===== src/rtl/pbrot_pkg.sv =====
// ----------------------------------------------------------------------------
// pbrot_pkg
// Shared types, codes and helpers of the packed bitmap 90-degree rotator.
// ----------------------------------------------------------------------------
package pbrot_pkg;

    localparam int DEF_MAX_WIDTH  = 128;
    localparam int DEF_MAX_HEIGHT = 128;

    // pixel format codes
    localparam logic [2:0] FMT_1BPP  = 3'd0;
    localparam logic [2:0] FMT_2BPP  = 3'd1;
    localparam logic [2:0] FMT_4BPP  = 3'd2;
    localparam logic [2:0] FMT_8BPP  = 3'd3;
    localparam logic [2:0] FMT_16BPP = 3'd4;
    localparam logic [2:0] FMT_24BPP = 3'd5;
    localparam logic [2:0] FMT_32BPP = 3'd6;

    // register reset values
    localparam logic [2:0] RST_PIXEL_FORMAT = FMT_8BPP;
    localparam logic [7:0] RST_SRC_WIDTH    = 8'd128;
    localparam logic [7:0] RST_SRC_HEIGHT   = 8'd128;

    // request types
    localparam logic REQ_WRITE = 1'b0;
    localparam logic REQ_READ  = 1'b1;

    // 24 bpp column split: n/3 == (n * DIV3_MUL) >> DIV3_SHIFT for n < 8190
    localparam logic [23:0] DIV3_MUL   = 24'd2731;
    localparam int          DIV3_SHIFT = 13;

    typedef enum logic [1:0] {
        REG_PIXEL_FORMAT = 2'd0,
        REG_SRC_WIDTH    = 2'd1,
        REG_SRC_HEIGHT   = 2'd2
    } t_reg_idx;

    typedef enum logic [1:0] {
        ST_IDLE,
        ST_PREP,
        ST_SCAN,
        ST_RDATA
    } t_state;

    // configuration as seen by the datapath, dimensions already clamped
    typedef struct packed {
        logic [2:0] code;
        logic [7:0] w;
        logic [7:0] h;
    } t_cfg;

    function automatic logic [5:0] bpp_of(input logic [2:0] code);
        logic [5:0] bpp;
        case (code)
            FMT_1BPP:  bpp = 6'd1;
            FMT_2BPP:  bpp = 6'd2;
            FMT_4BPP:  bpp = 6'd4;
            FMT_8BPP:  bpp = 6'd8;
            FMT_16BPP: bpp = 6'd16;
            FMT_24BPP: bpp = 6'd24;
            default:   bpp = 6'd32;
        endcase
        return bpp;
    endfunction

endpackage


===== src/rtl/pbrot_cfg.sv =====
// ----------------------------------------------------------------------------
// pbrot_cfg
// APB register file: pixel format and source dimensions, clamped for use.
// ----------------------------------------------------------------------------
module pbrot_cfg
    import pbrot_pkg::*;
#(
    parameter int MAX_WIDTH  = DEF_MAX_WIDTH,
    parameter int MAX_HEIGHT = DEF_MAX_HEIGHT
) (
    input  logic        i_clk,
    input  logic        i_rst_n,
    input  logic        psel,
    input  logic        penable,
    input  logic        pwrite,
    input  logic [3:0]  paddr,
    input  logic [31:0] pwdata,
    output logic [31:0] prdata,
    output logic        pready,
    output t_cfg        o_cfg
);

    logic [2:0] r_fmt;
    logic [7:0] r_w;
    logic [7:0] r_h;
    logic       wr_en;
    t_reg_idx   idx;

    assign pready = 1'b1;
    assign wr_en  = psel && penable && pwrite;
    assign idx    = t_reg_idx'(paddr[3:2]);

    always_ff @(posedge i_clk) begin
        if (!i_rst_n) begin
            r_fmt <= RST_PIXEL_FORMAT;
            r_w   <= RST_SRC_WIDTH;
            r_h   <= RST_SRC_HEIGHT;
        end else if (wr_en) begin
            unique case (idx)
                REG_PIXEL_FORMAT: r_fmt <= pwdata[2:0];
                REG_SRC_WIDTH:    r_w   <= pwdata[7:0];
                REG_SRC_HEIGHT:   r_h   <= pwdata[7:0];
                default: ;
            endcase
        end
    end

    always_comb begin
        unique case (idx)
            REG_PIXEL_FORMAT: prdata = {29'd0, r_fmt};
            REG_SRC_WIDTH:    prdata = {24'd0, r_w};
            REG_SRC_HEIGHT:   prdata = {24'd0, r_h};
            default:          prdata = 32'd0;
        endcase
    end

    // zero acts as one, oversize saturates to the store's limit
    always_comb begin
        o_cfg.code = r_fmt;
        if (r_w == 8'd0) begin
            o_cfg.w = 8'd1;
        end else if (16'(r_w) > 16'(MAX_WIDTH)) begin
            o_cfg.w = 8'(MAX_WIDTH);
        end else begin
            o_cfg.w = r_w;
        end
        if (r_h == 8'd0) begin
            o_cfg.h = 8'd1;
        end else if (16'(r_h) > 16'(MAX_HEIGHT)) begin
            o_cfg.h = 8'(MAX_HEIGHT);
        end else begin
            o_cfg.h = r_h;
        end
    end

endmodule


===== config.mk =====
export PLATFORM = sky130hd
export DESIGN_NAME = pbrot_cfg
export DESIGN_NICKNAME = d
export VERILOG_FILES = /design/src/rtl/pbrot_pkg.sv /design/src/rtl/pbrot_cfg.sv
export SDC_FILE = /design/constraint.sdc
export NUM_CORES = 1
export LEC_CHECK = 0
export ABC_AREA = 1
export BUFFER_PORTS_ARGS = -buffer_cell sky130_fd_sc_hd__clkbuf_2
export CAP_MARGIN = 40
export CORE_ASPECT_RATIO = 0.9
export CORE_MARGIN = 1.5
export CORE_UTILIZATION = 40
export DETAILED_ROUTE_END_ITERATION = 10
export HOLD_SLACK_MARGIN = 0.03
export PLACE_DENSITY = 0.91
export SYNTH_ARGS = -nofsm -noshare
export SYNTH_HDL_FRONTEND = slang
export SYNTH_SLANG_ARGS = --single-unit
export TNS_END_PERCENT = 100

===== constraint.sdc =====
create_clock -name i_clk -period 1.1 [get_ports i_clk]
set_clock_uncertainty 0.2 [all_clocks]
set_input_delay 0 -clock i_clk [delete_from_list [all_inputs] [get_ports i_clk]]
set_output_delay 0 -clock i_clk [all_outputs]
set_load 0.1 [all_outputs]

==> results.py <==
metrics = {
    "run_status": {
        "status": "finished, violations left",
        "violations": "DRC, hold timing, setup timing",
    },
    "clocking": {
        "cts_sinks": 19,
        "cts_hold_buf": 9,
        "root_buffer": "clkbuf_4",
        "cts_tree": "done",
        "cts-buffers-inserted": 3,
        "clk_latency_ns": 0.31,
        "clockBufferDepth": 2,
        "clk_pin_slew_ns": 0.13,
        "cts_max_level": 1,
    },
    "drt": {
        "drc": 2,
        "drtPass1Iterations": 8,
        "via_per_inst": 5.24,
        "drt_iter0_markers": 124,
        "wirelength_um": 6430,
        "wl_per_cell_um": 20.1,
        "num_vias": 1676,
        "antenna_left": 0,
    },
    "worst_hold_path": {
        "min_path_type": "input port to register",
        "hold_depth": 4,
        "holdPathEnd": "r_w[7]",
        "hp-start": "penable",
    },
    "sta": {
        "grt_setup_unrepaired": "true",
        "fmax_ghz": 0.581,
        "fin_ws_ns": -0.621,
        "whs_ns": -0.0637,
        "report.final.hold_viol_count": 5,
        "fin_crit_sh": 1.56,
        "setup_viol_count_final": 27,
        "period_minus_slack_ns": 1.72,
        "drv_slew": 0,
    },
    "logic_synthesis": {
        "ys_warn_count": 0,
        "syn_inst": 206,
        "ys_seq_area_frac": 0.298,
        "syn_area_um2": 1280,
        "ys_ff_latch": 19,
        "synth_cell_type_count": 19,
        "synth.avg_cell_area_um2": 6.20,
    },
    "layout": {
        "area_growth_pct": 102,
        "final_cell_area_um2": 2570,
        "multi_input_area_um2": 971,
        "final_core_utilization": 0.845,
        "final.fill_count": 142,
        "layout-drive-gt1-share": 0.543,
        "final_net_count": 320,
        "seq_area_um2": 422,
        "diodes": 0,
    },
    "floorplan": {
        "die_h_um": 56.6,
        "start_util": 0.419,
        "die_area_um2": 3540,
        "io_pins": 93,
        "num_rows": 19,
        "die_w_um": 62.5,
        "coreArea_um2": 3040,
    },
    "worst_setup_path": {
        "r2r-end": "r_h[2]",
        "rr_startpoint": "r_h[2]",
        "crit_type": "register to output pin",
        "cp-start-kind": "register",
        "worstPathRequired_ns": 0.90,
        "critPathMaxFanout": 2,
        "rr_worst_depth": 4,
        "endpoint_kind": "output pin",
        "reg2reg_slack_ns": -0.01,
        "cp.arrival_ns": 1.52,
    },
    "grt": {
        "grt_max_degree": 20,
        "grt-ovfl-total": 0,
        "first_global_vias": 1576,
        "antenna_found_initial": 0,
        "grt_use_total": 0.303,
        "grt_pass1_wl_um": 8190,
    },
    "placement": {
        "post-dp-hpwl_um": 3390,
        "portBuffers": 41,
        "routabilityCongestion": 0.807,
        "place_worst_setup_slack_ns": -0.353,
        "placedInstanceArea_um2": 2210,
    },
    "power": {
        "p_leak_uw": 0.00118,
        "vdd.ir_drop.worst_v": 0.000721,
        "power_uw": 2160,
        "p_per_area_nw_per_um2": 839,
    },
    "job": {
        "drv_cap": 0,
    },
}
[power by group]
| part | internal, uW | switching, uW | total, uW | leakage [uW] |
|---|---|---|---|---|
| Combinational | 251 | 816 | 1070 | 0.000996 |
| Clock | 136 | 242 | 377 | 0.0000177 |
| Sequential | 692 | 21.0 | 713 | 0.000162 |
[cells by family after synthesis]
group	count (synthesis)	share of synthesized area
and+or+nand+nor	118	0.394
buffers and inverters	58	0.258
DFF	19	0.298
AOI/OAI and AO/OA	9	0.0441
other	2	0.00588
[worst max path at each step]
stage,startpoint,to,slack (ns),cells past startpoint
floorplan,r_h[1],prdata[1],-0.93,2
global placement,r_w[0],o_cfg[10],-0.23,6
detailed placement,r_w[3],o_cfg[10],-0.35,6
CTS,r_w[3],o_cfg[8],-0.52,7
global route,r_w[3],o_cfg[8],-0.69,7
finish,r_w[3],o_cfg[8],-0.62,7
[cell usage after synthesis]
master	count	area share
inv_1	25	0.074
inv_2	2	0.0059
nor2_8	1	0.016
buf_4	25	0.15
conb_1	2	0.0059
nand2_4	2	0.018
nor2_4	1	0.0088
clkbuf_1	2	0.0059
buf_6	2	0.018
clkbuf_2	1	0.0039
dfxtp_1	19	0.30
buf_2	1	0.0039
o22ai_1	5	0.025
nor2_1	56	0.16
o21ai_0	2	0.0078
o211ai_1	2	0.012
nand3_4	1	0.014
nand2_1	51	0.15
nand3_1	6	0.024
[sequential cells by signal, summed over array words and instances, names as in the netlist]
name   count
r_fmt      3
r_w        8
r_h        8
[critical path, cell delays in order, from the launching register on]
cell and delay [ns]:
dfxtp_2 0.37, nor2_4 0.14, nand2_2 0.11, buf_6 0.14, nor2_4 0.10, nor2_2 0.06
nor2_4 0.12, buf_12 0.18
[cell usage in the layout, fill, tap and decap left out, types with 7 or more instances in the layout]
cell type and count:
nor2_1 31, buf_4 11, inv_2 7, clkbuf_2 13
inv_4 7, dlygate4sd3_1 9, buf_6 14, nand2_1 42
buf_12 27, dfxtp_4 7, dfxtp_2 12, conb_1 25
inv_1 12, nor2_4 23
[metal layers]
| layer | global-route usage | routed length (um) | vias up |
|---|---|---|---|
| li1 | - | - | 707 |
| met4 | 0.175 | 523 | 0 |
| met1 | 0.338 | 2190 | 744 |
| met3 | 0.0721 | 733 | 51 |
| met5 | 0 | 0 | - |
| met2 | 0.528 | 2980 | 174 |
[area by class of cell]
type,instances,area share
tap,42,0.0204
clock inverter,1,0.00195
inverter,27,0.0482
clock buffer,3,0.00875
timing repair buffer,76,0.379
multi-input combinational,152,0.377
sequential,19,0.164
[per-stage QoR]
| step | cells | TNS [ns] |
|---|---|---|
| floorplan | 229 | -5.57 |
| global placement | 303 | -1.62 |
| detailed placement | 303 | -2.63 |
| CTS | 318 | -7.89 |
| global route | 320 | -10.11 |
| finish | 320 | -9.43 |
[repair_timing]
action / in CTS / in global routing
pin swaps: 20 / 16
endpoints found under the hold margin: 19 / 9
resized for setup: 42 / 32
endpoints found under the setup margin: 24 / 30
buffers inserted: 4 / 7
cloned: 0 / 0
Note: power is estimated with default switching activity, not from simulation.
