<file path="config.mk">
export PLATFORM = sky130hd
export DESIGN_NAME = pbrot_ctrl
export DESIGN_NICKNAME = d
export VERILOG_FILES = /design/src/rtl/pbrot_pkg.sv /design/src/rtl/pbrot_ctrl.sv
export SDC_FILE = /design/constraint.sdc
export NUM_CORES = 1
export LEC_CHECK = 0
export BUFFER_PORTS_ARGS = -buffer_cell sky130_fd_sc_hd__buf_4
export CORE_MARGIN = 2
export CORE_UTILIZATION = 60
export CTS_BUF_LIST = sky130_fd_sc_hd__clkbuf_16
export DETAILED_ROUTE_END_ITERATION = 10
export PLACE_DENSITY = 0.8
export SLEW_MARGIN = 15
export SYNTH_ARGS = -nofsm -noshare
export SYNTH_HDL_FRONTEND = slang
export SYNTH_SLANG_ARGS = --single-unit
</file>
<file path="constraint.sdc">
create_clock -name i_clk -period 15.7 [get_ports i_clk]
set_clock_uncertainty 0.15 [all_clocks]
set_input_delay 0.785 -clock i_clk [delete_from_list [all_inputs] [get_ports i_clk]]
set_output_delay 0.785 -clock i_clk [all_outputs]
set_load 0.1 [all_outputs]
</file>
<file path="src/rtl/pbrot_pkg.sv">
// ----------------------------------------------------------------------------
// pbrot_pkg
// Shared types, codes and helpers of the packed bitmap 90-degree rotator.
// ----------------------------------------------------------------------------
package pbrot_pkg;

    localparam int DEF_MAX_WIDTH  = 128;
    localparam int DEF_MAX_HEIGHT = 128;

    // pixel format codes
    localparam logic [2:0] FMT_1BPP  = 3'd0;
    localparam logic [2:0] FMT_2BPP  = 3'd1;
    localparam logic [2:0] FMT_4BPP  = 3'd2;
    localparam logic [2:0] FMT_8BPP  = 3'd3;
    localparam logic [2:0] FMT_16BPP = 3'd4;
    localparam logic [2:0] FMT_24BPP = 3'd5;
    localparam logic [2:0] FMT_32BPP = 3'd6;

    // register reset values
    localparam logic [2:0] RST_PIXEL_FORMAT = FMT_8BPP;
    localparam logic [7:0] RST_SRC_WIDTH    = 8'd128;
    localparam logic [7:0] RST_SRC_HEIGHT   = 8'd128;

    // request types
    localparam logic REQ_WRITE = 1'b0;
    localparam logic REQ_READ  = 1'b1;

    // 24 bpp column split: n/3 == (n * DIV3_MUL) >> DIV3_SHIFT for n < 8190
    localparam logic [23:0] DIV3_MUL   = 24'd2731;
    localparam int          DIV3_SHIFT = 13;

    typedef enum logic [1:0] {
        REG_PIXEL_FORMAT = 2'd0,
        REG_SRC_WIDTH    = 2'd1,
        REG_SRC_HEIGHT   = 2'd2
    } t_reg_idx;

    typedef enum logic [1:0] {
        ST_IDLE,
        ST_PREP,
        ST_SCAN,
        ST_RDATA
    } t_state;

    // configuration as seen by the datapath, dimensions already clamped
    typedef struct packed {
        logic [2:0] code;
        logic [7:0] w;
        logic [7:0] h;
    } t_cfg;

    function automatic logic [5:0] bpp_of(input logic [2:0] code);
        logic [5:0] bpp;
        case (code)
            FMT_1BPP:  bpp = 6'd1;
            FMT_2BPP:  bpp = 6'd2;
            FMT_4BPP:  bpp = 6'd4;
            FMT_8BPP:  bpp = 6'd8;
            FMT_16BPP: bpp = 6'd16;
            FMT_24BPP: bpp = 6'd24;
            default:   bpp = 6'd32;
        endcase
        return bpp;
    endfunction

endpackage

</file>
<file path="src/rtl/pbrot_ctrl.sv">
// ----------------------------------------------------------------------------
// pbrot_ctrl
// Request sequencer: decodes a beat, scatters pixels into the store by
// read-modify-write, and serves destination reads through an output register.
// ----------------------------------------------------------------------------
module pbrot_ctrl
    import pbrot_pkg::*;
#(
    parameter int MAX_WIDTH  = DEF_MAX_WIDTH,
    parameter int MAX_HEIGHT = DEF_MAX_HEIGHT,
    parameter int RW         = $clog2(MAX_WIDTH),
    parameter int BW         = $clog2(4 * MAX_HEIGHT),
    parameter int AW         = RW + BW
) (
    input  logic          i_clk,
    input  logic          i_rst_n,
    input  t_cfg          i_cfg,
    input  logic          i_in_valid,
    output logic          o_in_stall,
    input  logic          i_req_type,
    input  logic [6:0]    i_src_row,
    input  logic [8:0]    i_src_byte,
    input  logic [7:0]    i_src_data,
    input  logic [6:0]    i_dst_row,
    input  logic [8:0]    i_dst_byte,
    output logic          o_out_valid,
    input  logic          i_out_stall,
    output logic [7:0]    o_read_data,
    output logic          o_bad_address,
    output logic          o_mem_re,
    output logic [AW-1:0] o_mem_raddr,
    input  logic [7:0]    i_mem_rdata,
    output logic          o_mem_we,
    output logic [AW-1:0] o_mem_waddr,
    output logic [7:0]    o_mem_wdata
);

    t_state r_state, n_state;

    // accepted beat
    logic          r_req, n_req;
    logic [6:0]    r_y, n_y;
    logic [8:0]    r_sbyte, n_sbyte;
    logic [7:0]    r_dat, n_dat;
    logic [6:0]    r_drow, n_drow;
    logic [8:0]    r_dbyte, n_dbyte;

    // decoded write job
    logic [8:0]    r_x, n_x;
    logic [3:0]    r_k, n_k;
    logic [3:0]    r_npix, n_npix;
    logic [BW-1:0] r_col, n_col;
    logic [7:0]    r_mask, n_mask;
    logic [7:0]    r_pm, n_pm;
    logic [2:0]    r_sh, n_sh;
    logic          r_full, n_full;

    // pending write-back of the read issued last cycle
    logic          r_pend, n_pend;
    logic [AW-1:0] r_paddr, n_paddr;
    logic [7:0]    r_pbits, n_pbits;

    // destination read
    logic          r_bad, n_bad;
    logic [7:0]    r_rmask, n_rmask;

    logic          r_out_valid, n_out_valid;
    logic [7:0]    r_out_data, n_out_data;
    logic          r_out_bad, n_out_bad;

    // decode terms
    logic [5:0]  bpp;
    logic [1:0]  lg;
    logic [3:0]  ppb;
    logic        sub;
    logic [15:0] w16, h16, y16, sb16, dr16, db16;
    logic [15:0] src_pitch, dst_pitch, ybyte;
    logic [23:0] prod3;
    logic [15:0] x_full, j16, xbase;
    logic [2:0]  ymod_inv;
    logic [7:0]  pm;
    logic        wr_ok;
    logic        rd_bad;
    logic [15:0] rbase, rrem;
    logic [3:0]  nvalid;
    logic [15:0] row16;
    logic [AW-1:0] scan_addr;
    logic [7:0]  pix;
    logic        issue;
    logic        load;
    logic        accept;

    assign bpp  = bpp_of(i_cfg.code);
    assign lg   = i_cfg.code[1:0];
    assign ppb  = 4'd8 >> lg;
    assign sub  = (i_cfg.code < FMT_8BPP);
    assign w16  = 16'(i_cfg.w);
    assign h16  = 16'(i_cfg.h);
    assign y16  = 16'(r_y);
    assign sb16 = 16'(r_sbyte);
    assign dr16 = 16'(r_drow);
    assign db16 = 16'(r_dbyte);

    assign src_pitch = (w16 * 16'(bpp) + 16'd7) >> 3;
    assign dst_pitch = (h16 * 16'(bpp) + 16'd7) >> 3;
    assign ybyte     = (y16 * 16'(bpp)) >> 3;
    assign wr_ok     = (y16 < h16) && (sb16 < src_pitch);

    // whole-byte formats: pixel column and byte within the pixel
    assign prod3 = 24'(r_sbyte) * DIV3_MUL;
    always_comb begin
        case (i_cfg.code)
            FMT_8BPP: begin
                x_full = sb16;
                j16    = 16'd0;
            end
            FMT_16BPP: begin
                x_full = sb16 >> 1;
                j16    = {15'd0, r_sbyte[0]};
            end
            FMT_24BPP: begin
                x_full = 16'(prod3 >> DIV3_SHIFT);
                j16    = sb16 - (x_full << 1) - x_full;
            end
            default: begin
                x_full = sb16 >> 2;
                j16    = {14'd0, r_sbyte[1:0]};
            end
        endcase
    end

    // packed formats: first pixel column and bit position in the dest byte
    assign xbase    = sb16 << (2'd3 - lg);
    assign ymod_inv = ~r_y[2:0] & 3'(ppb - 4'd1);
    assign pm       = 8'((16'd1 << bpp) - 16'd1);

    // read side: keep only pixels that fall inside the rotated width
    assign rd_bad = (dr16 >= w16) || (db16 >= dst_pitch);
    assign rbase  = db16 << (2'd3 - lg);
    assign rrem   = h16 - rbase;
    assign nvalid = (rrem >= 16'(ppb)) ? ppb : rrem[3:0];

    // scan step
    assign issue     = (r_k < r_npix) && (16'(r_x) < w16);
    assign row16     = w16 - 16'd1 - 16'(r_x);
    assign scan_addr = {row16[RW-1:0], r_col};
    assign pix       = r_full ? r_dat : ((r_dat >> (4'd8 - 4'(bpp))) & r_pm);

    assign load = !r_out_valid || !i_out_stall;

    // the last scan cycle only retires the final write-back, so a new beat
    // taken there cannot read an entry before that write lands
    always_comb begin
        unique case (r_state)
            ST_IDLE:  accept = 1'b1;
            ST_SCAN:  accept = !issue;
            ST_RDATA: accept = load;
            default:  accept = 1'b0;
        endcase
    end
    assign o_in_stall = !accept;

    assign o_mem_we    = r_pend;
    assign o_mem_waddr = r_paddr;
    assign o_mem_wdata = (i_mem_rdata & ~r_mask) | r_pbits;

    always_comb begin
        n_state     = r_state;
        n_req       = r_req;
        n_y         = r_y;
        n_sbyte     = r_sbyte;
        n_dat       = r_dat;
        n_drow      = r_drow;
        n_dbyte     = r_dbyte;
        n_x         = r_x;
        n_k         = r_k;
        n_npix      = r_npix;
        n_col       = r_col;
        n_mask      = r_mask;
        n_pm        = r_pm;
        n_sh        = r_sh;
        n_full      = r_full;
        n_pend      = 1'b0;
        n_paddr     = r_paddr;
        n_pbits     = r_pbits;
        n_bad       = r_bad;
        n_rmask     = r_rmask;
        n_out_valid = r_out_valid && i_out_stall;
        n_out_data  = r_out_data;
        n_out_bad   = r_out_bad;
        o_mem_re    = 1'b0;
        o_mem_raddr = scan_addr;

        unique case (r_state)
            ST_IDLE: ;
            ST_PREP: begin
                if (r_req == REQ_WRITE) begin
                    n_k    = 4'd0;
                    n_full = !sub;
                    n_pm   = pm;
                    if (sub) begin
                        n_x    = 9'(xbase);
                        n_col  = BW'(ybyte);
                        n_npix = wr_ok ? ppb : 4'd0;
                        n_sh   = ymod_inv << lg;
                        n_mask = pm << (ymod_inv << lg);
                    end else begin
                        n_x    = 9'(x_full);
                        n_col  = BW'(ybyte + j16);
                        n_npix = wr_ok ? 4'd1 : 4'd0;
                        n_sh   = 3'd0;
                        n_mask = 8'hFF;
                    end
                    n_state = ST_SCAN;
                end else begin
                    n_bad       = rd_bad;
                    n_rmask     = sub ? 8'(16'h00FF << ((ppb - nvalid) << lg)) : 8'hFF;
                    o_mem_re    = !rd_bad;
                    o_mem_raddr = {dr16[RW-1:0], db16[BW-1:0]};
                    n_state     = ST_RDATA;
                end
            end
            ST_SCAN: begin
                if (issue) begin
                    o_mem_re = 1'b1;
                    n_pend   = 1'b1;
                    n_paddr  = scan_addr;
                    n_pbits  = pix << r_sh;
                    n_x      = r_x + 9'd1;
                    n_k      = r_k + 4'd1;
                    n_dat    = r_dat << bpp;
                end else begin
                    n_state = ST_IDLE;
                end
            end
            ST_RDATA: begin
                if (load) begin
                    n_out_valid = 1'b1;
                    n_out_data  = r_bad ? 8'd0 : (i_mem_rdata & r_rmask);
                    n_out_bad   = r_bad;
                    n_state     = ST_IDLE;
                end
            end
            default: n_state = ST_IDLE;
        endcase

        if (accept && i_in_valid) begin
            n_req   = i_req_type;
            n_y     = i_src_row;
            n_sbyte = i_src_byte;
            n_dat   = i_src_data;
            n_drow  = i_dst_row;
            n_dbyte = i_dst_byte;
            n_state = ST_PREP;
        end
    end

    always_ff @(posedge i_clk) begin
        if (!i_rst_n) begin
            r_state     <= ST_IDLE;
            r_pend      <= 1'b0;
            r_out_valid <= 1'b0;
        end else begin
            r_state     <= n_state;
            r_pend      <= n_pend;
            r_out_valid <= n_out_valid;
        end
    end

    always_ff @(posedge i_clk) begin
        r_req      <= n_req;
        r_y        <= n_y;
        r_sbyte    <= n_sbyte;
        r_dat      <= n_dat;
        r_drow     <= n_drow;
        r_dbyte    <= n_dbyte;
        r_x        <= n_x;
        r_k        <= n_k;
        r_npix     <= n_npix;
        r_col      <= n_col;
        r_mask     <= n_mask;
        r_pm       <= n_pm;
        r_sh       <= n_sh;
        r_full     <= n_full;
        r_paddr    <= n_paddr;
        r_pbits    <= n_pbits;
        r_bad      <= n_bad;
        r_rmask    <= n_rmask;
        r_out_data <= n_out_data;
        r_out_bad  <= n_out_bad;
    end

    assign o_out_valid   = r_out_valid;
    assign o_read_data   = r_out_data;
    assign o_bad_address = r_out_bad;

endmodule

</file>
==> summary.md, run 1 <==
| Metric | Value |
|---|---|
| Status | complete, no violations |
| Mean Syn Cell Area | 9.36 sq um |
| TritonRoute pass-1 iters | 6 |
| Clk Latency, worst-skew pair | 0.44 ns |
| Critical path peak fanout | 61 |
| Reg2reg start | r_sbyte[5] |
| Max_slew headroom | 0.223 |
| Ys flop type | edfxtp_1 |
| CP max-delay cell | nor2b_1 |
| Mapped cell area | 15,300 sq um |
| CP max stage delay | 0.73 ns |
| Layout cells sized above 1 | 0.127 |
| Num rows | 58 |
| Final worst-path cycle share | 0.551 |
| Post-CTS Setup Bufs | 0 |
| Req. time, crit path | 14.77 ns |
| Drt via density | 5.95 |
| Largest net degree at the start of global routing | 62 |
| Die area | 26,800 sq um |
| Hold buffers post-CTS | 0 |
| Vias in the first global route | 12,800 |
| Setup violators final | 0 |
| Final Max Slew Viols | 0 |
| Deepest clock path buffer count | 2 |
| Setup TNS | 0 ns |
| Core Area | 25,100 sq um |
| Mapped Cells | 1,637 |
| Yosys reg bits | 133 |
| DP HPWL | 29,700 microns |
| Worst setup SP type | primary input |
| Commonest non-fill, non-tap cell in the layout | ha_1 |
| Sink Count | 133 |
| CTS tree | yes |
| Fmax | 116 MHz |
| Initial DRC count | 1,082 |
| Total Routing Usage GR | 0.304 |
| Max-cap violations | 0 |
| Worst Hold Slack | 0.316 ns |
| Die Y-Extent | 164 microns |
| Min-delay worst type | register to register |
| CP Capture Type | output port |
| Final ANT Viol Nets | 0 |
| Grt ovf | 0 |
| Clock-pin transition on the worst setup and hold timing paths | 0.06 ns |
| Crit Path Category | primary input to output port |
| RSZ-0062 raised after global routing | false |
| Nets | 2,146 |
| EDFF count, synth | 129 |
| DRC viols | 0 |
| Htree depth | 4 |
| Hold Fails Final Rpt | 0 |
| Routed wire per std cell | 18.7 microns |
| Post-synthesis sequential area ratio | 0.258 |
| Syn. warnings | 0 |
| Post-CTS sizing | 0 |
| Worst Hold Launch | r_col[0] |
| Root Driver | clkbuf_16 |
| Vias | 12,400 |
| Port Buffers | 124 |
| IO Pins | 125 |
| Slew @ Worst Pin | 1.16 ns |
| Global-route wire length before repair | 63,800 microns |
| Total CTS buffers | 17 |
| Distinct cells, synth | 73 |
| Initial antenna violation count | 0 |
| Initial Utilization | 0.610 |
| Worst EP arrival | 7.71 ns |
| Layout area overhead | 12.2% |
| Final wirelength | 39,000 microns |
| Die Width | 164 microns |
| Share of synthesized registers carrying an async set or reset | 0 |
| Worst setup startpoint | i_cfg[17] |
| Min Tclk post-route | 8.65 ns |
| Most frequent cells in the layout | 232 x ha_1, 230 x inv_1, 142 x nand2_1 |
| GPL Wtd Cong | 0.937 |
| Ant. Diodes | 0 |
-- flip-flops by register name, summed over array words and instances (netlist names), 2 cells and up --
signal / flops
o_mem_waddr: 16
o_read_data: 8
r_col: 9
r_dat: 8
r_dbyte: 9
r_drow: 7
r_k: 4
r_mask: 8
r_npix: 4
r_pbits: 8
r_pm: 8
r_rmask: 8
r_sbyte: 9
r_sh: 3
r_state: 2
r_x: 9
r_y: 7
-- cell usage after synthesis, types with 6 or more instances --
master / instances / area share
xnor2_1: 41 / 0.023
ha_1: 232 / 0.19
nor2_1: 132 / 0.032
mux2i_1: 37 / 0.024
buf_2: 6 / 0.0020
a211oi_1: 9 / 0.0044
nand2_1: 142 / 0.035
buf_1: 7 / 0.0017
and3_1: 12 / 0.0049
xor2_1: 30 / 0.017
inv_1: 230 / 0.056
a21oi_1: 93 / 0.030
edfxtp_1: 129 / 0.25
a21o_1: 33 / 0.016
mux2_2: 29 / 0.021
fa_1: 98 / 0.13
o21ai_0: 68 / 0.022
o21bai_1: 12 / 0.0059
nand3_1: 22 / 0.0072
and2_1: 32 / 0.013
nor2b_1: 23 / 0.0094
nand2b_1: 23 / 0.0094
clkbuf_1: 39 / 0.0096
nor3_1: 31 / 0.010
o22ai_1: 14 / 0.0057
o21a_1: 15 / 0.0074
-- critical path: cells and delay by family --
family | cells | cell delay [ns]
adders and majority gates | 6 | 2.14
AOI/OAI and AO/OA | 10 | 1.76
and+or+nand+nor | 6 | 1.63
buffers and inverters | 7 | 1.40
-- worst paths after layout --
path                                       end  depth (start not counted)  slack (ns)
worst max-delay path                  o_mem_re                         29        7.05
worst min-delay path            o_mem_waddr[0]                          0        0.32
worst max register to register        r_col[8]                         31        7.70
worst min register to register  o_mem_waddr[0]                          0        0.32
-- layout make-up --
cell class              instances  area [sq um]
clock inverters                15           183
multi-input cells            1218         10300
inverters                     234           878
fillers                      1952          7920
well taps                     330           413
flip-flops and latches        133          3950
repair buffers                140          1050
clock buffers                  17           425
-- through the flow --
| stage | cells | cell area, sq um | setup slack, ns | util |
|---|---|---|---|---|
| after floorplan | 1638 | 15300 | 7.90 | - |
| after global placement | 2055 | 16600 | 7.30 | 0.660 |
| after detailed placement | 2055 | 16600 | 7.17 | 0.660 |
| after CTS | 2087 | 17200 | 7.14 | 0.685 |
| after global routing | 2087 | 17200 | 6.60 | 0.685 |
| final | 2087 | 17200 | 7.05 | 0.685 |
-- cells by family (layout without fill, tap and decap cells) --
group / Yosys count / in the layout / share of synthesized area
AOI/OAI and AO/OA: 303 / 303 / 0.127
xor gates and xnor gates: 72 / 72 / 0.0424
adders and majority gates: 330 / 330 / 0.318
buffers and inverters: 287 / 406 / 0.0711
DFF: 133 / 133 / 0.258
muxes: 69 / 69 / 0.0499
other: 2 / 3 / 0.000490
and+or+nand+nor: 441 / 441 / 0.133
-- metal layers --
layer	global-route usage	routed length, microns
met1	0.366	15000
met2	0.534	19200
met3	0.0556	3130
met4	0.132	1580
met5	0	0
Power of run 1 is not shown: default switching activity piles up to over one toggle a cycle in this logic, so the estimate is an artifact.
==> inputs of run 2 (changes only) <==
ABC_AREA = 1   (was not set)
CORE_UTILIZATION = 57   (was 60)
PLACE_DENSITY = 0.79   (was 0.8)
clock period = 7.1 ns   (was 15.7 ns; I/O delays follow)
==> summary.md, run 2 <==
| Metric | Value |
|---|---|
| Drt via density | 5.70 |
| Global-route wire length before repair | 68,200 microns |
| DRC viols | 0 |
| Max FFs per register | 16 |
| Total CTS buffers | 17 |
| Most frequent cells in the layout | 414 x nand2_1, 357 x inv_1, 222 x ha_1 |
| Area post-placement | 17,200 sq um |
| Syn. warnings | 0 |
| Synth top area share | 0.246 |
| Mapped Cells | 1,963 |
| Share of synthesized registers carrying an async set or reset | 0 |
| Layout cells sized above 1 | 0.130 |
| Final WS setup | 0.293 ns |
| Port Buffers | 124 |
| Top post-synthesis cells by count | 416 x nand2_1, 362 x inv_1, 232 x ha_1 |
| Mean Syn Cell Area | 8.02 sq um |
| Total Routing Usage GR | 0.302 |
| Final std cells w/o fill | 2,508 |
| RSZ-0062 raised after global routing | true |
| Num rows | 60 |
| CP max-delay cell | fa_1 |
| Min Tclk post-route | 6.81 ns |
| Sink Count | 133 |
| Vias | 14,300 |
| Distinct cells, synth | 60 |
| Final worst-path cycle share | 0.959 |
| Core Area | 27,000 sq um |
| Die Y-Extent | 170 microns |
| Deepest clock path buffer count | 2 |
| Vias in the first global route | 14,100 |
| Grt ovf | 0 |
| Post-route cell area | 18,500 sq um |
| Root Driver | clkbuf_16 |
| Final ANT Viol Nets | 0 |
| Routed wire per std cell | 17.3 microns |
| Layout area overhead | 17.2% |
| DP HPWL | 33,000 microns |
| DP Cell Count | 2,429 |
| Fill cells | 2,160 |
| Nets | 2,556 |
| CP max stage delay | 0.55 ns |
| Top-count cell post-synth | nand2_1 |
| Max-cap violations | 0 |
| Final wirelength | 43,400 microns |
| Initial Utilization | 0.582 |
| Die Width | 170 microns |
| IO Pins | 125 |
| Ys flop type | edfxtp_1 |
| Clk Latency, worst-skew pair | 0.44 ns |
| Largest net degree at the start of global routing | 42 |
| Clock-pin transition on the worst setup and hold timing paths | 0.07 ns |
| Final Max Slew Viols | 0 |
| Commonest non-fill, non-tap cell in the layout | nand2_1 |
| Fmax | 147 MHz |
| CTS tree | yes |
| Initial antenna violation count | 0 |
| Slew @ Worst Pin | 1.15 ns |
| GPL Wtd Cong | 0.964 |
| Initial DRC count | 1,299 |
| Cell taking the most area after synthesis | edfxtp_1 |
| Setup violators final | 0 |
| TritonRoute pass-1 iters | 6 |
| Buf+Inv Stages, Crit Path | 9 |
| Req. time, crit path | 7.15 ns |
| Hold Fails Final Rpt | 0 |
| CP Capture Type | register |
| Crit Path Category | register to register |
| EDFF count, synth | 129 |
| Place WS | 0.0166 ns |
| Worst setup SP type | register |
| Htree depth | 4 |
| Top delay family on crit path | adder cells |
| Max_slew headroom | 0.227 |
| Min-delay worst type | primary input to register |
| Die area | 29,000 sq um |
| Mapped cell area | 15,700 sq um |
| Critical path peak fanout | 5 |
| Ant. Diodes | 0 |
| Post-synthesis sequential area ratio | 0.251 |
| Yosys reg bits | 133 |
| Top cells by area, synth | edfxtp_1 25%, ha_1 18%, fa_1 12% |
| Worst EP arrival | 6.86 ns |
| Status | complete, no violations |
==> run 2: changes by cell type after synthesis, sizes merged, moves of 29 or more <==
cell,change
nor2,+38
a21o,-30
and2,-31
mux2,-29
nand3,+56
mux2i,-35
nand2,+278
o21ai,+56
inv,+139
==> run 2: area by class of cell <==
type                       count  area, sq um  area share
clock buffer                  17          425      0.0231
timing repair buffer         208         1650      0.0894
sequential                   133         3950       0.214
inverter                     374         1400      0.0761
clock inverter                15          180     0.00977
multi-input combinational   1420        10400       0.564
tap                          341          427      0.0231
==> run 2: through the flow <==
stage / setup TNS (ns) / hold WS (ns) / util
2_1_floorplan: 0 / 0.274 / -
3_3_place_gp: 0 / 0.325 / 0.637
6_report: 0 / 0.0332 / 0.683
5_1_grt: -0.123 / 0.0493 / 0.683
4_1_cts: 0 / 0.0267 / 0.673
3_5_place_dp: 0 / 0.326 / 0.637
==> run 2: metal layers <==
layer / global-route usage / vias to the layer above / routed length (microns)
met5: 0 / - / 0
met4: 0.154 / 0 / 2140
met3: 0.0456 / 154 / 3220
met2: 0.536 / 682 / 21500
met1: 0.353 / 6685 / 16600
li1: - / 6777 / -
==> run 2: logic make-up (layout without fill, tap and decap cells) <==
kind of cell	after synthesis	in the layout	share of synthesized area
buffers and inverters	411	614	0.0995
flip-flops	133	133	0.251
other	2	3	0.000477
adder cells (fa/ha/maj)	330	330	0.309
AND/OR/NAND/NOR	708	708	0.188
multiplexers	2	2	0.00127
AO/OA/AOI/OAI	322	322	0.119
XOR/XNOR	55	55	0.0316
==> run 2: worst min-delay path: cells and delay by family <==
family / cells / cell delay [ns]
buffers and inverters: 1 / 0.07
AND/OR/NAND/NOR: 2 / 0.09
==> run 2: what timing repair did <==
action / in CTS / in global routing
buffers inserted: 1 / 12
endpoints found under the setup margin: 1 / 4
cloned: 0 / 0
gates resized for setup: 2 / 37
hold endpoints to repair: 34 / 0
pin swaps: 1 / 25
hold buffers: 34 / 0
==> run 2: worst paths after layout <==
kind                                    start     endpoint  slack, ns  cells past startpoint
worst max register to register     r_sbyte[5]     r_col[8]       0.29                     38
worst max-delay path               r_sbyte[5]     r_col[8]       0.29                     38
worst min-delay path            i_src_data[7]     r_dat[7]       0.03                      3
worst min register to register    o_out_valid  o_out_valid       0.35                      2
Power of run 2 is left out for the same reason.
